==> config.mk <==
export PLATFORM = sky130hd
export DESIGN_NAME = m4t_merge
export DESIGN_NICKNAME = d
export VERILOG_FILES = /design/src/hdl/m4t_pkg.sv /design/src/hdl/m4t_merge.sv
export SDC_FILE = /design/constraint.sdc
export NUM_CORES = 1
export LEC_CHECK = 0
export ABC_AREA = 1
export BUFFER_PORTS_ARGS = -buffer_cell sky130_fd_sc_hd__buf_2
export CORE_AREA = 5 5 208 210
export DETAILED_ROUTE_END_ITERATION = 12
export DIE_AREA = 0 0 213 215
export GPL_ROUTABILITY_DRIVEN = 0
export SYNTH_ARGS = -nofsm -noshare
export SYNTH_HDL_FRONTEND = slang
export SYNTH_SLANG_ARGS = --single-unit
export TNS_END_PERCENT = 5
==> constraint.sdc <==
create_clock -name clk -period 15.2 [get_ports clk]
set_clock_uncertainty 0.15 [all_clocks]
set_input_delay 2.28 -clock clk [delete_from_list [all_inputs] [get_ports clk]]
set_output_delay 2.28 -clock clk [all_outputs]
set_load 0.01 [all_outputs]
==> src/hdl/m4t_pkg.sv <==
// Shared constants, command codes, state codes and control types of the matrix transform unit.
package m4t_pkg;

    localparam int DEF_FRAC_BITS = 16;
    localparam int DEF_WORD_BITS = 32;
    localparam int LANES         = 4;
    localparam int CMD_BITS      = 3;

    typedef enum logic [CMD_BITS-1:0] {
        CMD_WRITE    = 3'd0,
        CMD_IDENTITY = 3'd1,
        CMD_SCALE    = 3'd2,
        CMD_XFORM    = 3'd3,
        CMD_OPWRITE  = 3'd4,
        CMD_MULTIPLY = 3'd5,
        CMD_PRODUCT  = 3'd6,
        CMD_READ     = 3'd7
    } cmd_t;

    typedef enum logic [3:0] {
        S_IDLE = 4'b0001,
        S_RUN  = 4'b0010,
        S_WAIT = 4'b0100,
        S_EMIT = 4'b1000
    } state_t;

    typedef struct packed {
        logic       load;
        logic       bypass;
        logic [1:0] row_index;
        logic       last;
    } emit_t;

endpackage

==> src/hdl/m4t_merge.sv <==
// Merge stage: clip the lane sums or pass a read row through, combine flags and hold the result transaction.
module m4t_merge #(
    parameter int WORD_BITS = m4t_pkg::DEF_WORD_BITS
) (
    input  logic                        clk,
    input  logic                        rst_n,
    input  logic signed [WORD_BITS+1:0] lane_acc [m4t_pkg::LANES],
    input  logic                        lane_clip [m4t_pkg::LANES],
    input  logic signed [WORD_BITS-1:0] rd_row [m4t_pkg::LANES],
    input  m4t_pkg::emit_t              ctl,
    output logic signed [WORD_BITS-1:0] sat_val [m4t_pkg::LANES],
    output logic                        free,
    output logic                        out_valid,
    input  logic                        out_ready,
    output logic [WORD_BITS-1:0]        out_word [m4t_pkg::LANES],
    output logic [1:0]                  out_row,
    output logic                        out_last,
    output logic                        out_sat
);

    logic                  sum_clip;
    logic                  valid_reg;
    logic [WORD_BITS-1:0]  word_reg [m4t_pkg::LANES];
    logic [1:0]            row_reg;
    logic                  last_reg;
    logic                  sat_reg;

    always_comb
    begin
        sum_clip = 1'b0;
        for (int i = 0; i < m4t_pkg::LANES; i++)
        begin
            if ((&lane_acc[i][WORD_BITS+1:WORD_BITS-1]) ||
                !(|lane_acc[i][WORD_BITS+1:WORD_BITS-1]))
            begin
                sat_val[i] = lane_acc[i][WORD_BITS-1:0];
            end
            else
            begin
                sum_clip   = 1'b1;
                sat_val[i] = lane_acc[i][WORD_BITS+1] ? {1'b1, {(WORD_BITS-1){1'b0}}}
                                                      : {1'b0, {(WORD_BITS-1){1'b1}}};
            end
            sum_clip = sum_clip | lane_clip[i];
        end
    end

    assign free = !valid_reg || out_ready;

    always_ff @(posedge clk or negedge rst_n)
    begin
        if (!rst_n)
        begin
            valid_reg <= 1'b0;
        end
        else if (free)
        begin
            valid_reg <= ctl.load;
        end
    end

    always_ff @(posedge clk)
    begin
        if (free && ctl.load)
        begin
            for (int i = 0; i < m4t_pkg::LANES; i++)
            begin
                word_reg[i] <= ctl.bypass ? rd_row[i] : sat_val[i];
            end
            row_reg  <= ctl.row_index;
            last_reg <= ctl.last;
            sat_reg  <= ctl.bypass ? 1'b0 : sum_clip;
        end
    end

    assign out_valid = valid_reg;
    assign out_word  = word_reg;
    assign out_row   = row_reg;
    assign out_last  = last_reg;
    assign out_sat   = sat_reg;

endmodule

==> metrics.txt <==
HP Class=reg -> reg; logic depth of the worst register-to-register path=2; WL/cell=16.17 um; status=finished, final reports clean; Final Hold Fails=0; LEAKAGE=5.359 nW; Final Non-Filler Cells=1852; reg2reg setup slack=13.06 ns; FF-to-FF End=out_word[109]; placed cell count=1820; Power Dens Cells=105.3 nW/um2; Initial Utilization=0.1635; Switch Pwr=0.3224 mW; final setup fails=0; max frequency=0.1574 GHz; Multi-input gate area=2325 um2; post-CTS sizing=0; total number of vias=7415; Critical R2R Launch=out_valid; Combinational Power Share=0.206; Post-Syn Instances=798; final period utilization=0.4180; WS Path Type=in -> out; Die Area=45800 um2; VDD IR-drop max=0.07023 mV; Clk Latency, worst-skew pair=0.44 ns; Warnings, synthesis=0; Req. time, crit path=12.77 ns; fin. max-slew vios=0; CP arrival=3.92 ns; maxcap violations=0; number of storage elements in the synthesis netlist=133; crit path capture=sat_val[33]; Post-Syn Nets=1074; CTS HTree Levels=4; post-DP HPWL=24140 um; Critical Path Start=lane_acc[65]; Root Buffer=clkbuf_16; register area=3989 um2; worst slew pin tran=1.089 ns; Tot GR Track Use=0.1238; vias in the first global route=7189; DR pass1 iterations=5; Core Region=41380 um2; filler instances=4536; post-CTS setup buffers=0; post-synth top area share=0.5858; CTS tree=built; layout cells sized above 1=0.4440; Top Ports=538; final net count=1576; Seq/Total Area, Yosys=0.5895; cts bufs inserted=17; mapped cell area=6766 um2; # rows=75; vias per inst=4.004; # clock sinks=133; internal power=0.7814 mW; synthesized area per cell=8.479 um2; Synth cell types=19; DR iter-0 viols=439; Clock Power Share=0.392; hold buffer count at cts=0; I/O Buffers=537; Area growth, synth to finish=54.84%; dpl ws=8.836 ns; Die H=215 um; DRC=0; Critical Path End Type=primary output; WL final=29940 um; min cycle time layout=6.354 ns; Max Buffers Root-to-Sink=2; Worst Path Max Fanout=32; worst hold start=out_valid; Die Width=213 um; Worst Setup Start Kind=input pin; setup_tns=0 ns; first-pass GRT wire length=42570 um; Antenna Nets Post-Route=0; switch share=0.2921; Yosys top cell by area=edfxtp_1; GR Overflow Total=0; Clock Pin Slew Worst Setup and Hold Paths=0.06 ns; Antenna Cells=0; largest net degree at the start of global routing=81; part of the power in registers=0.402; Slew headroom=0.2724; initial antenna violation count=3; RSZ-0062 raised after global routing=false; Worst Slack Setup Final=8.846 ns; largest cells by area after synthesis=edfxtp_1 (59%), nand2_1 (23%), a31oi_1 (2.9%)
==> metal layers <==
layer	vias up	GRT usage	wire (um)
met5	-	0	46
met3	38	0.04127	2703
met4	6	0.04438	641
met2	371	0.2182	15170
li1	3600	-	-
met1	3400	0.1384	11390
==> cell families (layout without fill, tap and decap cells) <==
| group | after synthesis | in the layout | share of synthesized area |
|---|---|---|---|
| and+or+nand+nor | 467 | 467 | 0.2626 |
| buffers and inverters | 100 | 615 | 0.06860 |
| DFF | 133 | 133 | 0.5895 |
| AOI/OAI and AO/OA | 98 | 98 | 0.07933 |
==> power by group through the flow <==
stage,logic (mW),registers [mW],clock network (mW)
global placement,0.229,0.450,0
floorplan,0.0988,0.469,0
CTS,0.232,0.444,0.452
finish,0.227,0.443,0.433
global route,0.252,0.446,0.465
detailed placement,0.231,0.451,0
==> per-stage QoR <==
stage	total power, mW	hold WS (ns)	cell area [um2]	util
5_1_grt	1.162	0.5096	10480	0.2532
3_3_place_gp	0.6795	0.4698	9872	0.2385
4_1_cts	1.128	0.4943	10480	0.2532
6_report	1.104	0.4849	10480	0.2532
2_1_floorplan	0.5681	0.4594	6766	-
3_5_place_dp	0.6824	0.4787	9872	0.2385
==> cell usage after synthesis (all sizes together) <==
cell      n
o21ai    64
dfrtp     1
a31oi    31
nand2   420
nor2     46
edfxtp  132
buf      35
a21oi     3
clkbuf   24
nand3     1
inv      41
==> critical path, cell delays in order <==
cell	delay, ns
buf_2	0.09
nand2_1	0.05
nand2_1	0.79
nand2_1	0.36
nand2_1	0.19
buf_2	0.16
==> worst min path at each step <==
stage	to	cells after the start
finish	out_valid	2
global route	out_valid	2
CTS	out_valid	2
detailed placement	out_valid	2
global placement	out_valid	2
floorplan	out_valid	2
==> placed cells by master, fill, tap and decap left out <==
master and n:
a21oi_4 1, clkinvlp_4 4, inv_6 4, a21oi_2 2
bufinv_16 3, clkinv_4 2, nor2_2 3, clkbuf_1 1
buf_2 536, a31oi_1 31, nand2_1 420, edfxtp_1 132
inv_2 2, inv_4 1, nor2_1 41, buf_4 6
inv_1 38, dfrtp_1 1, nand3_1 1, clkbuf_16 17
o21ai_0 32, clkinv_1 1, o21ai_1 32, nor2_4 2
==> layout make-up <==
class / count / area share
Timing Repair Buffer: 542 / 0.2603
Tap cell: 539 / 0.06437
Inverter: 41 / 0.01493
Clock buffer: 18 / 0.04096
Sequential cell: 133 / 0.3807
Clock inverter: 14 / 0.01684
Multi-Input combinational cell: 565 / 0.2219
==> flip-flops by register name, summed over array words and instances, names as in the netlist <==
name	count
out_word	128
out_last	1
out_sat	1
out_valid	1
out_row	2
No activity file was read; power rests on OpenSTA's default activity.
