===== src/hdl/m4t_pkg.sv =====
// Shared constants, command codes, state codes and control types of the matrix transform unit.
package m4t_pkg;

    localparam int DEF_FRAC_BITS = 16;
    localparam int DEF_WORD_BITS = 32;
    localparam int LANES         = 4;
    localparam int CMD_BITS      = 3;

    typedef enum logic [CMD_BITS-1:0] {
        CMD_WRITE    = 3'd0,
        CMD_IDENTITY = 3'd1,
        CMD_SCALE    = 3'd2,
        CMD_XFORM    = 3'd3,
        CMD_OPWRITE  = 3'd4,
        CMD_MULTIPLY = 3'd5,
        CMD_PRODUCT  = 3'd6,
        CMD_READ     = 3'd7
    } cmd_t;

    typedef enum logic [3:0] {
        S_IDLE = 4'b0001,
        S_RUN  = 4'b0010,
        S_WAIT = 4'b0100,
        S_EMIT = 4'b1000
    } state_t;

    typedef struct packed {
        logic       load;
        logic       bypass;
        logic [1:0] row_index;
        logic       last;
    } emit_t;

endpackage


===== src/hdl/m4t_lane.sv =====
// One multiply-accumulate lane: fixed-point product with floor and clip, then running sum.
module m4t_lane #(
    parameter int FRAC_BITS = m4t_pkg::DEF_FRAC_BITS,
    parameter int WORD_BITS = m4t_pkg::DEF_WORD_BITS
) (
    input  logic                        clk,
    input  logic                        rst_n,
    input  logic                        issue,
    input  logic                        first,
    input  logic signed [WORD_BITS-1:0] a,
    input  logic signed [WORD_BITS-1:0] b,
    output logic signed [WORD_BITS-1:0] sprod,
    output logic signed [WORD_BITS+1:0] acc,
    output logic                        clip
);

    localparam int PW = 2 * WORD_BITS;

    logic signed [PW-1:0]          a_ext;
    logic signed [PW-1:0]          b_ext;
    logic signed [PW-1:0]          prod_reg;
    logic                          pv_reg;
    logic                          pfirst_reg;
    logic signed [PW-1:0]          shifted;
    logic                          pclip;
    logic signed [WORD_BITS+1:0]   acc_reg;
    logic signed [WORD_BITS+1:0]   acc_next;
    logic                          clip_reg;

    assign a_ext = a;
    assign b_ext = b;

    always_ff @(posedge clk)
    begin
        if (issue)
        begin
            prod_reg <= a_ext * b_ext;
        end
    end

    always_ff @(posedge clk or negedge rst_n)
    begin
        if (!rst_n)
        begin
            pv_reg     <= 1'b0;
            pfirst_reg <= 1'b0;
        end
        else
        begin
            pv_reg     <= issue;
            pfirst_reg <= first;
        end
    end

    always_comb
    begin
        shifted = prod_reg >>> FRAC_BITS;
        pclip   = !((&shifted[PW-1:WORD_BITS-1]) || !(|shifted[PW-1:WORD_BITS-1]));
        if (pclip)
        begin
            sprod = shifted[PW-1] ? {1'b1, {(WORD_BITS-1){1'b0}}}
                                  : {1'b0, {(WORD_BITS-1){1'b1}}};
        end
        else
        begin
            sprod = shifted[WORD_BITS-1:0];
        end
        acc_next = (pfirst_reg ? '0 : acc_reg) + {{2{sprod[WORD_BITS-1]}}, sprod};
    end

    always_ff @(posedge clk or negedge rst_n)
    begin
        if (!rst_n)
        begin
            acc_reg  <= '0;
            clip_reg <= 1'b0;
        end
        else if (pv_reg)
        begin
            acc_reg  <= acc_next;
            clip_reg <= pfirst_reg ? pclip : (clip_reg | pclip);
        end
    end

    assign acc  = acc_reg;
    assign clip = clip_reg;

endmodule


===== config.mk =====
export PLATFORM = sky130hd
export DESIGN_NAME = m4t_lane
export DESIGN_NICKNAME = d
export VERILOG_FILES = /design/src/hdl/m4t_pkg.sv /design/src/hdl/m4t_lane.sv
export SDC_FILE = /design/constraint.sdc
export NUM_CORES = 2
export LEC_CHECK = 0
export ABC_AREA = 1
export BUFFER_PORTS_ARGS = -buffer_cell sky130_fd_sc_hd__buf_2
export CAP_MARGIN = 20
export CORE_MARGIN = 4
export CORE_UTILIZATION = 40
export CTS_CLUSTER_DIAMETER = 30
export DETAILED_ROUTE_END_ITERATION = 16
export SYNTH_ARGS = -nofsm -noshare
export SYNTH_HDL_FRONTEND = slang
export SYNTH_SLANG_ARGS = --single-unit

===== constraint.sdc =====
create_clock -name clk -period 2.9 [get_ports clk]
set_clock_uncertainty 0.05 [all_clocks]
set_input_delay 0.435 -clock clk [delete_from_list [all_inputs] [get_ports clk]]
set_output_delay 0.435 -clock clk [all_outputs]
set_load 0.02 [all_outputs]

==> flow_summary.ini <==
[timing]
rsz0062_at_grt = yes
hold_slack_ns = 0.140
setup_viol = 73
setup_ws_ns = -3.77
slew_headroom_pct = 35.0
post-route-period-util_pct = 230
maxSlewViolCount = 0
hold_viol = 0
tightest_slew_ns = 0.975
max_freq_mhz = 150
fin_crit_ns = 6.67

[global_route]
gr-max-usage-layer = met2
grt_pass1_wl_um = 221000
met2_usage_pct = 41.5
use_met1_pct = 33.1
antenna_found_initial = 1
use_met3_pct = 3.34
grt_max_degree = 50
first_global_vias = 40400
overflow = 0
grt_use_total_pct = 24.5

[yosys]
yosys.area_share.simple_pct = 18.9
synth.distinct_cells = 34
synthAdderAreaFrac_pct = 55.3
synth_top_family_by_area = adder cells
synth-seq-cells = 85
avgSynthCellArea_um2 = 7.67
muxShareOfSynthArea_pct = 0
syn-num-nets = 7098
yosysWarnings = 0
ys_seq_area_share_pct = 5.38
synth_cells = 5735
synth_xor_xnor_area_share_pct = 0.916
syn-cell-area_mm2 = 0.0440
synth_compound_gate_area_share_pct = 2.48

[floorplanning]
die_width_um = 340
start_util_pct = 40.3
die-area_mm2 = 0.115
rows = 121
core_area_mm2 = 0.109
num_io_pins = 135
die_h_um = 340

[worst_hold_path]
hold_depth = 1
worst_hold_path_type = in2reg

[clock_network]
path_clk_slew_ns = 0.07
numClockSinks = 85
root_buffer = clkbuf_16
cts_tree = done
htree_levels = 3
clock_latency_ns = 0.38
cts_buffer_depth = 2
cts_buffers = 9

[worst_setup_path]
cpPeakStageDelay_ns = 0.63
crit_buf_inv = 11
crit_top_cell = fa_1
crit_fanout = 11
cp_top_family = adder cells
worst_setup_path_start_kind = input pin
crit_type = in2reg
required_ns = 2.98
critPathSlowestCell = fa_2
reg2regPathDepth = 15
arrival_ns = 6.75
cp.depth = 28
endpoint_kind = flop

[flow_run]
cap_violations = 0

[route]
first_pass_iters = 8
vias_per_cell = 4.84
num_vias = 38100
route.antenna.remaining_nets = 0
drtIter0Drc = 2584
drcViolationCount = 0
post_drt_wl_per_cell_um = 18.3
drt_wl_total_um = 144000

[layout]
syn_to_final_growth_pct = 35.9
fillerInstances = 9854
nets = 7824
largest_register_ffs = 48
drive_gt1_share_pct = 31.3

[place]
dpl.hpwl_um = 117000
portBuffers = 134
gp_congestion = 0.907

[status]
violations = setup timing
outcome = finished with violations
-- through the flow --
step	setup TNS, ns	area [um^2]	std cells	setup WS, ns	util, %
finish	-174.19	59800	7880	-3.77	54.8
CTS	-171.46	55900	7786	-3.75	51.2
global route	-185.26	59800	7879	-4.00	54.8
global placement	-206.60	52200	7691	-4.46	47.9
detailed placement	-207.97	52200	7691	-4.41	47.9
floorplan	-163.03	45700	5735	-4.06	-
-- final timing paths --
path / from / to / slack [ns]
max in group asynchronous: rst_n / pv_reg$_DFF_PN0_ / 2.01
min: first / pfirst_reg$_DFF_PN0_ / 0.14
min in group asynchronous: rst_n / acc[1]$_DFFE_PN0P_ / 0.18
max reg2reg: prod_reg[60]$_DFFE_PP_ / acc[14]$_DFFE_PN0P_ / -0.33
min reg2reg: acc[33]$_DFFE_PN0P_ / acc[33]$_DFFE_PN0P_ / 0.46
max: a[31] / prod_reg[62]$_DFFE_PP_ / -3.77
-- routing by layer --
metal	wire, um	vias to the layer above
met5	0	-
met4	4620	0
met1	60500	19200
li1	-	17500
met3	9420	258
met2	69600	1217
-- synthesized netlist by cell type --
| library cell | n | area [um^2] |
|---|---|---|
| dfrtp_1 | 37 | 926 |
| o21ai_0 | 68 | 340 |
| nor3_2 | 7 | 70.1 |
| o21a_1 | 3 | 22.5 |
| nand3_1 | 103 | 515 |
| or2_2 | 7 | 43.8 |
| and3_1 | 1 | 6.26 |
| o21bai_1 | 19 | 143 |
| nand2_2 | 4 | 25.0 |
| nor4_1 | 11 | 68.8 |
| buf_2 | 3 | 15.0 |
| nand4_1 | 25 | 156 |
| a21boi_0 | 2 | 15.0 |
| ha_1 | 213 | 2670 |
| nor2_1 | 203 | 762 |
| o22ai_1 | 1 | 6.26 |
| nor2_2 | 6 | 37.5 |
| clkbuf_1 | 204 | 766 |
| inv_1 | 1768 | 6640 |
| inv_2 | 3 | 11.3 |
| and2_2 | 1 | 7.51 |
| nand2_1 | 1724 | 6470 |
| fa_1 | 1082 | 21700 |
| nand3b_1 | 9 | 67.6 |
| clkinv_1 | 2 | 7.51 |
| xnor2_1 | 19 | 166 |
| xor2_1 | 27 | 236 |
| nor3_1 | 11 | 55.1 |
| buf_1 | 4 | 15.0 |
| or2_1 | 1 | 6.26 |
| edfxtp_1 | 48 | 1440 |
| and2_1 | 6 | 37.5 |
| o21ai_1 | 6 | 30.0 |
| a21oi_1 | 107 | 536 |
-- worst reg2reg max path, delay by kind of cell (launching register included) --
kind	cells	cell delay, ns
and+or+nand+nor	9	1.45
buffers and inverters	2	0.28
AOI/OAI and AO/OA	3	0.61
adders and majority gates	1	0.23
DFF	1	0.45
-- cells in the final DEF (no fill, tap or decap), types with 16 or more instances in the layout --
master / n
inv_4: 22
nand3_2: 38
nor2_1: 100
o21ai_1: 27
o21ai_0: 18
nand2_4: 143
nand2_8: 16
clkbuf_16: 21
nor2_2: 32
buf_2: 87
a21oi_2: 51
nand4_1: 25
a21oi_1: 22
ha_4: 87
edfxtp_1: 48
a21oi_4: 34
fa_1: 977
inv_2: 141
dfrtp_1: 37
nand3_1: 55
o21ai_2: 21
buf_8: 20
nand2_1: 1358
buf_12: 93
inv_1: 1605
nand2_2: 211
nor2_4: 77
ha_1: 124
fa_2: 105
buf_6: 121
buf_4: 578
-- layout make-up --
| type | count | area (um^2) | share of cell area [%] |
|---|---|---|---|
| Clock inverter | 6 | 70.1 | 0.117 |
| Inverter | 1773 | 6730 | 11.3 |
| Tap cell | 1414 | 1770 | 2.96 |
| Sequential cell | 85 | 2370 | 3.96 |
| Antenna cell | 1 | 2.50 | 0.00419 |
| Multi-Input combinational cell | 3666 | 39600 | 66.3 |
| Timing Repair Buffer | 926 | 9010 | 15.1 |
| Clock buffer | 9 | 225 | 0.377 |
-- timing repair --
action | in CTS | in global routing
hold buffers | 0 | 0
endpoints found under the setup margin | 75 | 76
gates cloned | 15 | 13
buffers inserted | 67 | 88
gates resized for setup | 669 | 826
pin swaps | 300 | 429
-- cells by family after synthesis --
| group | count (synthesis) |
|---|---|
| simple gates | 2119 |
| buf+inv | 1984 |
| fa+ha+maj | 1295 |
| flops | 85 |
| xor+xnor | 46 |
| compound gates | 206 |
Power is left out: the tool's default activity adds up to more than one toggle a clock period on the data nets, which glitch-free logic cannot reach.
